### config.mk
export PLATFORM = sky130hd
export DESIGN_NAME = lbbf_div
export DESIGN_NICKNAME = d
export VERILOG_FILES = /design/src/hw/rtl/lbbf_pkg.sv /design/src/hw/rtl/lbbf_div.sv
export SDC_FILE = /design/constraint.sdc
export NUM_CORES = 1
export LEC_CHECK = 0
export BUFFER_PORTS_ARGS = -buffer_cell sky130_fd_sc_hd__buf_2
export CAP_MARGIN = 20
export CORE_MARGIN = 2
export CORE_UTILIZATION = 38
export DETAILED_ROUTE_END_ITERATION = 8
export GPL_ROUTABILITY_DRIVEN = 0
export GPL_TIMING_DRIVEN = 0
export HOLD_SLACK_MARGIN = 0.1
export MAX_ROUTING_LAYER = met4
export PLACE_DENSITY_LB_ADDON = 0.12
export SLEW_MARGIN = 10
export SYNTH_ARGS = -nofsm -noshare
export SYNTH_HDL_FRONTEND = slang
export SYNTH_SLANG_ARGS = --single-unit
export TNS_END_PERCENT = 10
### constraint.sdc
create_clock -name clk -period 5.86 [get_ports clk]
set_clock_uncertainty 0.2 [all_clocks]
set_input_delay 1.172 -clock clk [delete_from_list [all_inputs] [get_ports clk]]
set_output_delay 1.172 -clock clk [all_outputs]
set_load 0.005 [all_outputs]
### src/hw/rtl/lbbf_pkg.sv
// Shared constants, codes and types of the LED bar blink and fade controller.
package lbbf_pkg;

    // Field widths and limits
    localparam int FILL_MAX   = 64;
    localparam int FILL_W     = 7;
    localparam int LEVEL_MAX  = 15;
    localparam int LEVEL_W    = 4;
    localparam int CMD_W      = 3;
    localparam int DELTA_W    = 8;
    localparam int FSUM_W     = DELTA_W + 1;
    localparam int MASK_W     = 64;
    localparam int CFG_TICK_W = 16;
    localparam int MODE_W     = 2;

    // Interpolation divider widths: quotient never exceeds the level span
    localparam int PROD_W = CFG_TICK_W + LEVEL_W;
    localparam int NUM_W  = PROD_W + 2;
    localparam int DEN_W  = CFG_TICK_W + 1;
    localparam int QUOT_W = LEVEL_W;
    localparam int QCNT_W = $clog2(QUOT_W);

    // Configuration port
    localparam int APB_AW = 5;
    localparam int APB_DW = 32;

    // Register reset values
    localparam logic [CFG_TICK_W-1:0] BLINK_ON_RST  = 16'd500;
    localparam logic [CFG_TICK_W-1:0] BLINK_OFF_RST = 16'd500;
    localparam logic [LEVEL_W-1:0]    FADE_START_RST = 4'd0;
    localparam logic [LEVEL_W-1:0]    FADE_END_RST   = 4'd15;
    localparam logic [CFG_TICK_W-1:0] FADE_TICKS_RST = 16'd1000;

    typedef enum logic [CMD_W-1:0] {
        CMD_TICK,
        CMD_ON,
        CMD_OFF,
        CMD_BLINK,
        CMD_FADE,
        CMD_STOP_FADE,
        CMD_ADD_FILL,
        CMD_SET_LEVEL
    } cmd_t;

    typedef enum logic [MODE_W-1:0] {
        MODE_LOOP,
        MODE_PING_PONG,
        MODE_ONCE_ON,
        MODE_ONCE_OFF
    } fade_mode_t;

    typedef enum logic [2:0] {
        REG_BLINK_ON,
        REG_BLINK_OFF,
        REG_FADE_START,
        REG_FADE_END,
        REG_FADE_TICKS,
        REG_FADE_MODE
    } reg_idx_t;

    typedef enum logic [2:0] {
        S_IDLE,
        S_EXEC,
        S_EVAL,
        S_DSTART,
        S_DWAIT,
        S_APPLY,
        S_DONE
    } state_t;

endpackage

### src/hw/rtl/lbbf_div.sv
// Restoring divider for the fade interpolation, one quotient bit per cycle.
module lbbf_div
    import lbbf_pkg::*;
(
    input  logic              clk,
    input  logic              rst_n,
    input  logic              start,
    input  logic [NUM_W-1:0]  num,
    input  logic [DEN_W-1:0]  den,
    output logic              done,
    output logic [QUOT_W-1:0] quot
);

    logic              busy_reg,  busy_next;
    logic              done_reg,  done_next;
    logic [QCNT_W-1:0] cnt_reg,   cnt_next;
    logic [NUM_W-1:0]  rem_reg,   rem_next;
    logic [DEN_W-1:0]  den_reg,   den_next;
    logic [QUOT_W-1:0] quot_reg,  quot_next;
    logic [NUM_W-1:0]  den_sh;
    logic              fits;

    // Shared compare and subtract: divisor aligned to the current quotient bit
    assign den_sh = NUM_W'(den_reg) << cnt_reg;
    assign fits   = rem_reg >= den_sh;

    // Step the division
    always_comb
    begin
        busy_next = busy_reg;
        done_next = 1'b0;
        cnt_next  = cnt_reg;
        rem_next  = rem_reg;
        den_next  = den_reg;
        quot_next = quot_reg;
        if (start)
        begin
            busy_next = 1'b1;
            cnt_next  = QCNT_W'(QUOT_W - 1);
            rem_next  = num;
            den_next  = den;
            quot_next = '0;
        end
        else if (busy_reg)
        begin
            if (fits)
            begin
                rem_next = rem_reg - den_sh;
            end
            quot_next = {quot_reg[QUOT_W-2:0], fits};
            cnt_next  = cnt_reg - 1'b1;
            if (cnt_reg == '0)
            begin
                busy_next = 1'b0;
                done_next = 1'b1;
            end
        end
    end

    // Hold control state
    always_ff @(posedge clk or negedge rst_n)
    begin
        if (!rst_n)
        begin
            busy_reg <= 1'b0;
            done_reg <= 1'b0;
            cnt_reg  <= '0;
        end
        else
        begin
            busy_reg <= busy_next;
            done_reg <= done_next;
            cnt_reg  <= cnt_next;
        end
    end

    // Hold operands and partial quotient
    always_ff @(posedge clk)
    begin
        rem_reg  <= rem_next;
        den_reg  <= den_next;
        quot_reg <= quot_next;
    end

    assign done = done_reg;
    assign quot = quot_reg;

endmodule

; Word-level counts from Yosys, hierarchy flattened
; Cells that the tools add are included.
[classes]
n_addsub = 2
order_cmp = 1
n_shift = 1
mux = 11
n_reduce_logical = 4
[ops]
columns = cell, count
row1 = 22-bit two-way mux, 3
row2 = 22-bit >= comparator, 1
row3 = 17-bit by 2-bit << shifter with 22-bit output, 1
row4 = 22-bit subtractor, 1
row5 = 1-bit two-way mux, 6
row6 = 2-bit two-way mux, 2
row7 = 2-bit nonzero test, 2
row8 = 2-bit zero test, 1
row9 = 2-bit AND reduction, 1
row10 = "2-bit by 1-bit subtractor with 2-bit output, second input constant", 1
[totals]
register_bits = 47
input_bits = 42
output_inout_bits = 5
wordCells = 25

; Logic depth before layout (Yosys ltp)
[depth]
depth_word = 5
depth_mapped = 13
mapped_depth_nobuf = 11

; Worst setup path after synthesis
; Ideal clock, no wire load.
[synth_timing]
path_kind = register to register
start = reg cnt_reg[0]
end = reg rem_reg[0], enable pin
setup_time_ns = 0.414
arrival_time_ns = 3.702
required_ns = 5.246
slack_ns = 1.544
path_stages_with_launch = 12
n_path_buf = 2
synth_period_minus_slack_ns = 4.316
cell_sequence = dfrtp_1 clkbuf_1 buf_2 mux4_2 inv_1 ha_1 nand4_1 nor3_2 o31ai_4 a21oi_2 o21ai_0 a31oi_1
[synth_between]
elab_chain_cells = 4
[synth_lines]
columns = element, line
row1 = start: declaration, lbbf_div.sv:16  ; logic [QCNT_W-1:0] cnt_reg, cnt_next;
row2 = start signal: assignment, lbbf_div.sv:73  ; cnt_reg <= cnt_next;
row3 = 17-bit by 2-bit << shifter with 22-bit output, lbbf_div.sv:24  ; assign den_sh = NUM_W'(den_reg) << cnt_reg;
row4 = 22-bit >= comparator, lbbf_div.sv:25  ; assign fits = rem_reg >= den_sh;
row5 = 2-bit nonzero test (no source line), --
row6 = 2-bit AND reduction (no source line), --
row7 = end signal: assignment, lbbf_div.sv:80  ; rem_reg <= rem_next;
row8 = end: declaration, lbbf_div.sv:17  ; logic [NUM_W-1:0] rem_reg, rem_next;
; Every way passes these cells.
; A chain may end at the register's enable or synchronous reset.

; Final worst setup path
[layout_timing]
start = reg cnt_reg[1]
end = reg rem_reg[6], enable pin
; Same word-level chain as after synthesis.

==> results_dict.tcl <==
set metrics [dict create \
    r2r-start "cnt_reg[1]$_DFFE_PN0P_" \
    synth_area_leaders "sky130_fd_sc_hd__edfxtp_1 33%, sky130_fd_sc_hd__ha_1 7.5%, sky130_fd_sc_hd__mux4_2 5.7%, sky130_fd_sc_hd__nand2_1 4.3%, sky130_fd_sc_hd__nor2_1 3.2%" \
    grt_pass1_wl_mm 14.4 \
    postRouteWirelength_mm 9.10 \
    area_share_of_the_leading_cell_type_in_the_synthesized_netlist 0.332 \
    post-cts-setup-buffer-count 0 \
    synth_sequential_area_ratio 0.383 \
    final.hold.worst_slack_ns 0.316 \
    num_io_pins 47 \
    drt_iter0_drc 222 \
    max_cap_violations 0 \
    run_status "completed" \
    synth_edf_count 39 \
    drt.antenna.violating_nets 0 \
    setup.reg_to_reg.worst_slack_ns 1.45 \
    setup_repair_after_global_routing_missed_its_margin "no" \
    p_leak_nw 1.71 \
    tightest_pin_transition_ns 0.878 \
    setup-tns-final_ns 0 \
    timing.final.hold_violations 0 \
    pre_cts_slack_ns 1.44 \
    largest_register_ffs 22 \
    die_w_um 100 \
    postcts_resize_cnt 0 \
    cts.root.buffer_cell "sky130_fd_sc_hd__clkbuf_8" \
    initial_utilization 0.387 \
    postSynth.topFlopCell "sky130_fd_sc_hd__edfxtp_1" \
    vdd_ir_max_uv 203 \
    r2r_end "rem_reg[6]$_DFFE_PP_" \
    hp-start "quot[3]$_SDFFE_PP0P_" \
    post_synth_most_frequent_cells "40 x sky130_fd_sc_hd__nand2_1, 39 x sky130_fd_sc_hd__edfxtp_1, 30 x sky130_fd_sc_hd__nor2_1" \
    critical_path_class "register to register" \
    synthesis_to_finish_area_growth_pct 14.1 \
    routedWlPerCell_um 17.2 \
    finalCritPeriodShare 0.753 \
    final_layout_size_suffix_gt1_frac 0.199 \
    floorplan.die.height_um 100 \
    syn_area_sq_mm 0.00353 \
    cts-hold-fix-buffers 0 \
    cp-start-kind "register" \
    clk_latency_ns 0.31 \
    postLayoutSetupSlackWorst_ns 1.45 \
    worstPathRequired_ns 5.59 \
    syn-num-nets 428 \
    cts_sinks 47 \
    placeableCoreArea_sq_mm 0.00911 \
    maximum_clock_frequency_mhz 227 \
    synthMostInstantiatedCell "sky130_fd_sc_hd__nand2_1" \
    worstHoldPathCells 2 \
    rows 35 \
    route.detailed.vias_per_inst 5.64 \
    cts-buffers-inserted 5 \
    post-route-min-period_ns 4.41 \
    grt_start_max_net_pins 23 \
    nets 481 \
    overflow 0 \
    crit_arrival_ns 4.14 \
    tritoncts "yes" \
    synth_cells 364 \
    path_max_fanout 22 \
    synthArstFlopShare 0.0851 \
    holdCritPathClass "register to register" \
    avgSynthCellArea_sq_um 9.69 \
    worst_slew_margin_rel 0.415 \
    detail_route.first_pass.iterations 4 \
    clock_tree.buffer_depth 2 \
    detailedPlacementHpwl_mm 7.14 \
    n_antenna_cell 0 \
    grt_util_all_layers 0.193 \
    worstRegToRegCells 11 \
    endpoints_failing_setup 0 \
    die_area_sq_mm 0.0101 \
    min_to "quot[3]$_SDFFE_PP0P_" \
    cts_max_level 2 \
    cp-end-kind "register" \
    drc 0 \
    portBuffers 46 \
    antenna_violations_before_repair 0 \
    synth_seq_cells 47 \
    clkSlewWorstSetupHoldPaths_ns 0.09 \
    synth.distinct_cells 62 \
    top_cell_type_by_total_area_after_synthesis "sky130_fd_sc_hd__edfxtp_1" \
    maxSlewViolCount 0 \
    ys_warn_count 0 \
    vias_in_the_first_global_route 2816 \
    power_density_mw_per_mm2 504 \
    dr_total_vias 2985 \
]
==> worst max-delay path by stage <==
stage / start / end / slack [ns] / cells past startpoint
4_1_cts: cnt_reg[1]$_DFFE_PN0P_ / rem_reg[16]$_DFFE_PP_ / 1.40 / 11
3_5_place_dp: cnt_reg[1]$_DFFE_PN0P_ / rem_reg[18]$_DFFE_PP_ / 1.44 / 11
2_1_floorplan: cnt_reg[0]$_DFFE_PN0P_ / rem_reg[0]$_DFFE_PP_ / 1.54 / 11
6_report: cnt_reg[1]$_DFFE_PN0P_ / rem_reg[6]$_DFFE_PP_ / 1.45 / 11
5_1_grt: cnt_reg[1]$_DFFE_PN0P_ / rem_reg[13]$_DFFE_PP_ / 1.11 / 11
3_3_place_gp: cnt_reg[0]$_DFFE_PN0P_ / rem_reg[21]$_DFFE_PP_ / 0.31 / 12
==> through the flow <==
| stage | area [sq um] | total power, mW | std cells | utilization |
|---|---|---|---|---|
| global placement | 3890 | 1.77 | 521 | 0.428 |
| finish | 4020 | 2.03 | 529 | 0.441 |
| CTS | 4020 | 2.04 | 529 | 0.441 |
| detailed placement | 3910 | 1.79 | 521 | 0.429 |
| global route | 4020 | 2.21 | 529 | 0.441 |
| floorplan | 3530 | 1.50 | 364 | - |
==> critical path: stages (launching register included) <==
cell and delay (ns):
sky130_fd_sc_hd__dfrtp_1 0.50, sky130_fd_sc_hd__buf_1 0.53, sky130_fd_sc_hd__mux2i_1 0.30, sky130_fd_sc_hd__nor2_1 0.06, sky130_fd_sc_hd__a31oi_1 0.22, sky130_fd_sc_hd__ha_1 0.33, sky130_fd_sc_hd__nor2b_4 0.16, sky130_fd_sc_hd__o31a_4 0.30
sky130_fd_sc_hd__o31ai_4 0.35, sky130_fd_sc_hd__a21oi_2 0.12, sky130_fd_sc_hd__o21ai_0 0.49, sky130_fd_sc_hd__a31oi_4 0.46
==> power by group <==
part           switching, mW  internal, mW  leakage [nW]
clock network          0.123         0.112        0.0569
registers             0.0577         0.497         0.474
logic                  0.744         0.492          1.18
==> per-layer routing <==
metal  vias to the layer above  GRT usage  wire length, um
li1                       1490          -                -
met1                      1414      0.249             4140
met2                        65      0.316             4380
met3                        16     0.0237              380
met4                         0     0.0632              208
met5                         -          -                0
==> layout by cell type, fill, tap and decap left out, types with 3 or more instances in the layout <==
| cell type | n |
|---|---|
| sky130_fd_sc_hd__xor2_1 | 3 |
| sky130_fd_sc_hd__xnor2_1 | 5 |
| sky130_fd_sc_hd__dfrtp_1 | 4 |
| sky130_fd_sc_hd__dfxtp_1 | 4 |
| sky130_fd_sc_hd__clkbuf_8 | 5 |
| sky130_fd_sc_hd__o21a_1 | 7 |
| sky130_fd_sc_hd__o211ai_1 | 4 |
| sky130_fd_sc_hd__mux4_2 | 9 |
| sky130_fd_sc_hd__mux2i_1 | 7 |
| sky130_fd_sc_hd__nor2_1 | 30 |
| sky130_fd_sc_hd__a311oi_1 | 4 |
| sky130_fd_sc_hd__nand4_1 | 4 |
| sky130_fd_sc_hd__edfxtp_1 | 39 |
| sky130_fd_sc_hd__buf_2 | 49 |
| sky130_fd_sc_hd__o21ai_0 | 20 |
| sky130_fd_sc_hd__buf_1 | 3 |
| sky130_fd_sc_hd__a211oi_1 | 6 |
| sky130_fd_sc_hd__a21oi_1 | 19 |
| sky130_fd_sc_hd__and3_1 | 8 |
| sky130_fd_sc_hd__a31oi_1 | 10 |
| sky130_fd_sc_hd__a21o_1 | 9 |
| sky130_fd_sc_hd__ha_1 | 21 |
| sky130_fd_sc_hd__inv_1 | 22 |
| sky130_fd_sc_hd__clkbuf_1 | 11 |
| sky130_fd_sc_hd__o31ai_1 | 4 |
| sky130_fd_sc_hd__nand2_1 | 40 |
| sky130_fd_sc_hd__nor2b_1 | 4 |
| sky130_fd_sc_hd__nor3b_1 | 3 |
| sky130_fd_sc_hd__nor4_1 | 3 |
| sky130_fd_sc_hd__nand3_1 | 10 |
| sky130_fd_sc_hd__mux2_2 | 4 |
| sky130_fd_sc_hd__nor3_1 | 7 |
==> cells by family after synthesis <==
| family | Yosys count | synth area share |
|---|---|---|
| AOI/OAI and AO/OA | 108 | 0.221 |
| and+or+nand+nor | 118 | 0.160 |
| DFF | 47 | 0.383 |
| muxes | 20 | 0.0901 |
| adders and majority gates | 22 | 0.0802 |
| xor gates and xnor gates | 8 | 0.0199 |
| buffers and inverters | 41 | 0.0451 |
==> layout make-up <==
| class | count | area [sq um] |
|---|---|---|
| fillers | 928 | 5090 |
| clock buffers | 6 | 93.8 |
| inverters | 23 | 86.3 |
| flip-flops and latches | 47 | 1350 |
| multi-input cells | 276 | 2030 |
| plain buffers | 18 | 72.6 |
| clock inverters | 2 | 17.5 |
| well taps | 111 | 139 |
| repair buffers | 46 | 230 |
Note: power is estimated with default switching activity, not from simulation.
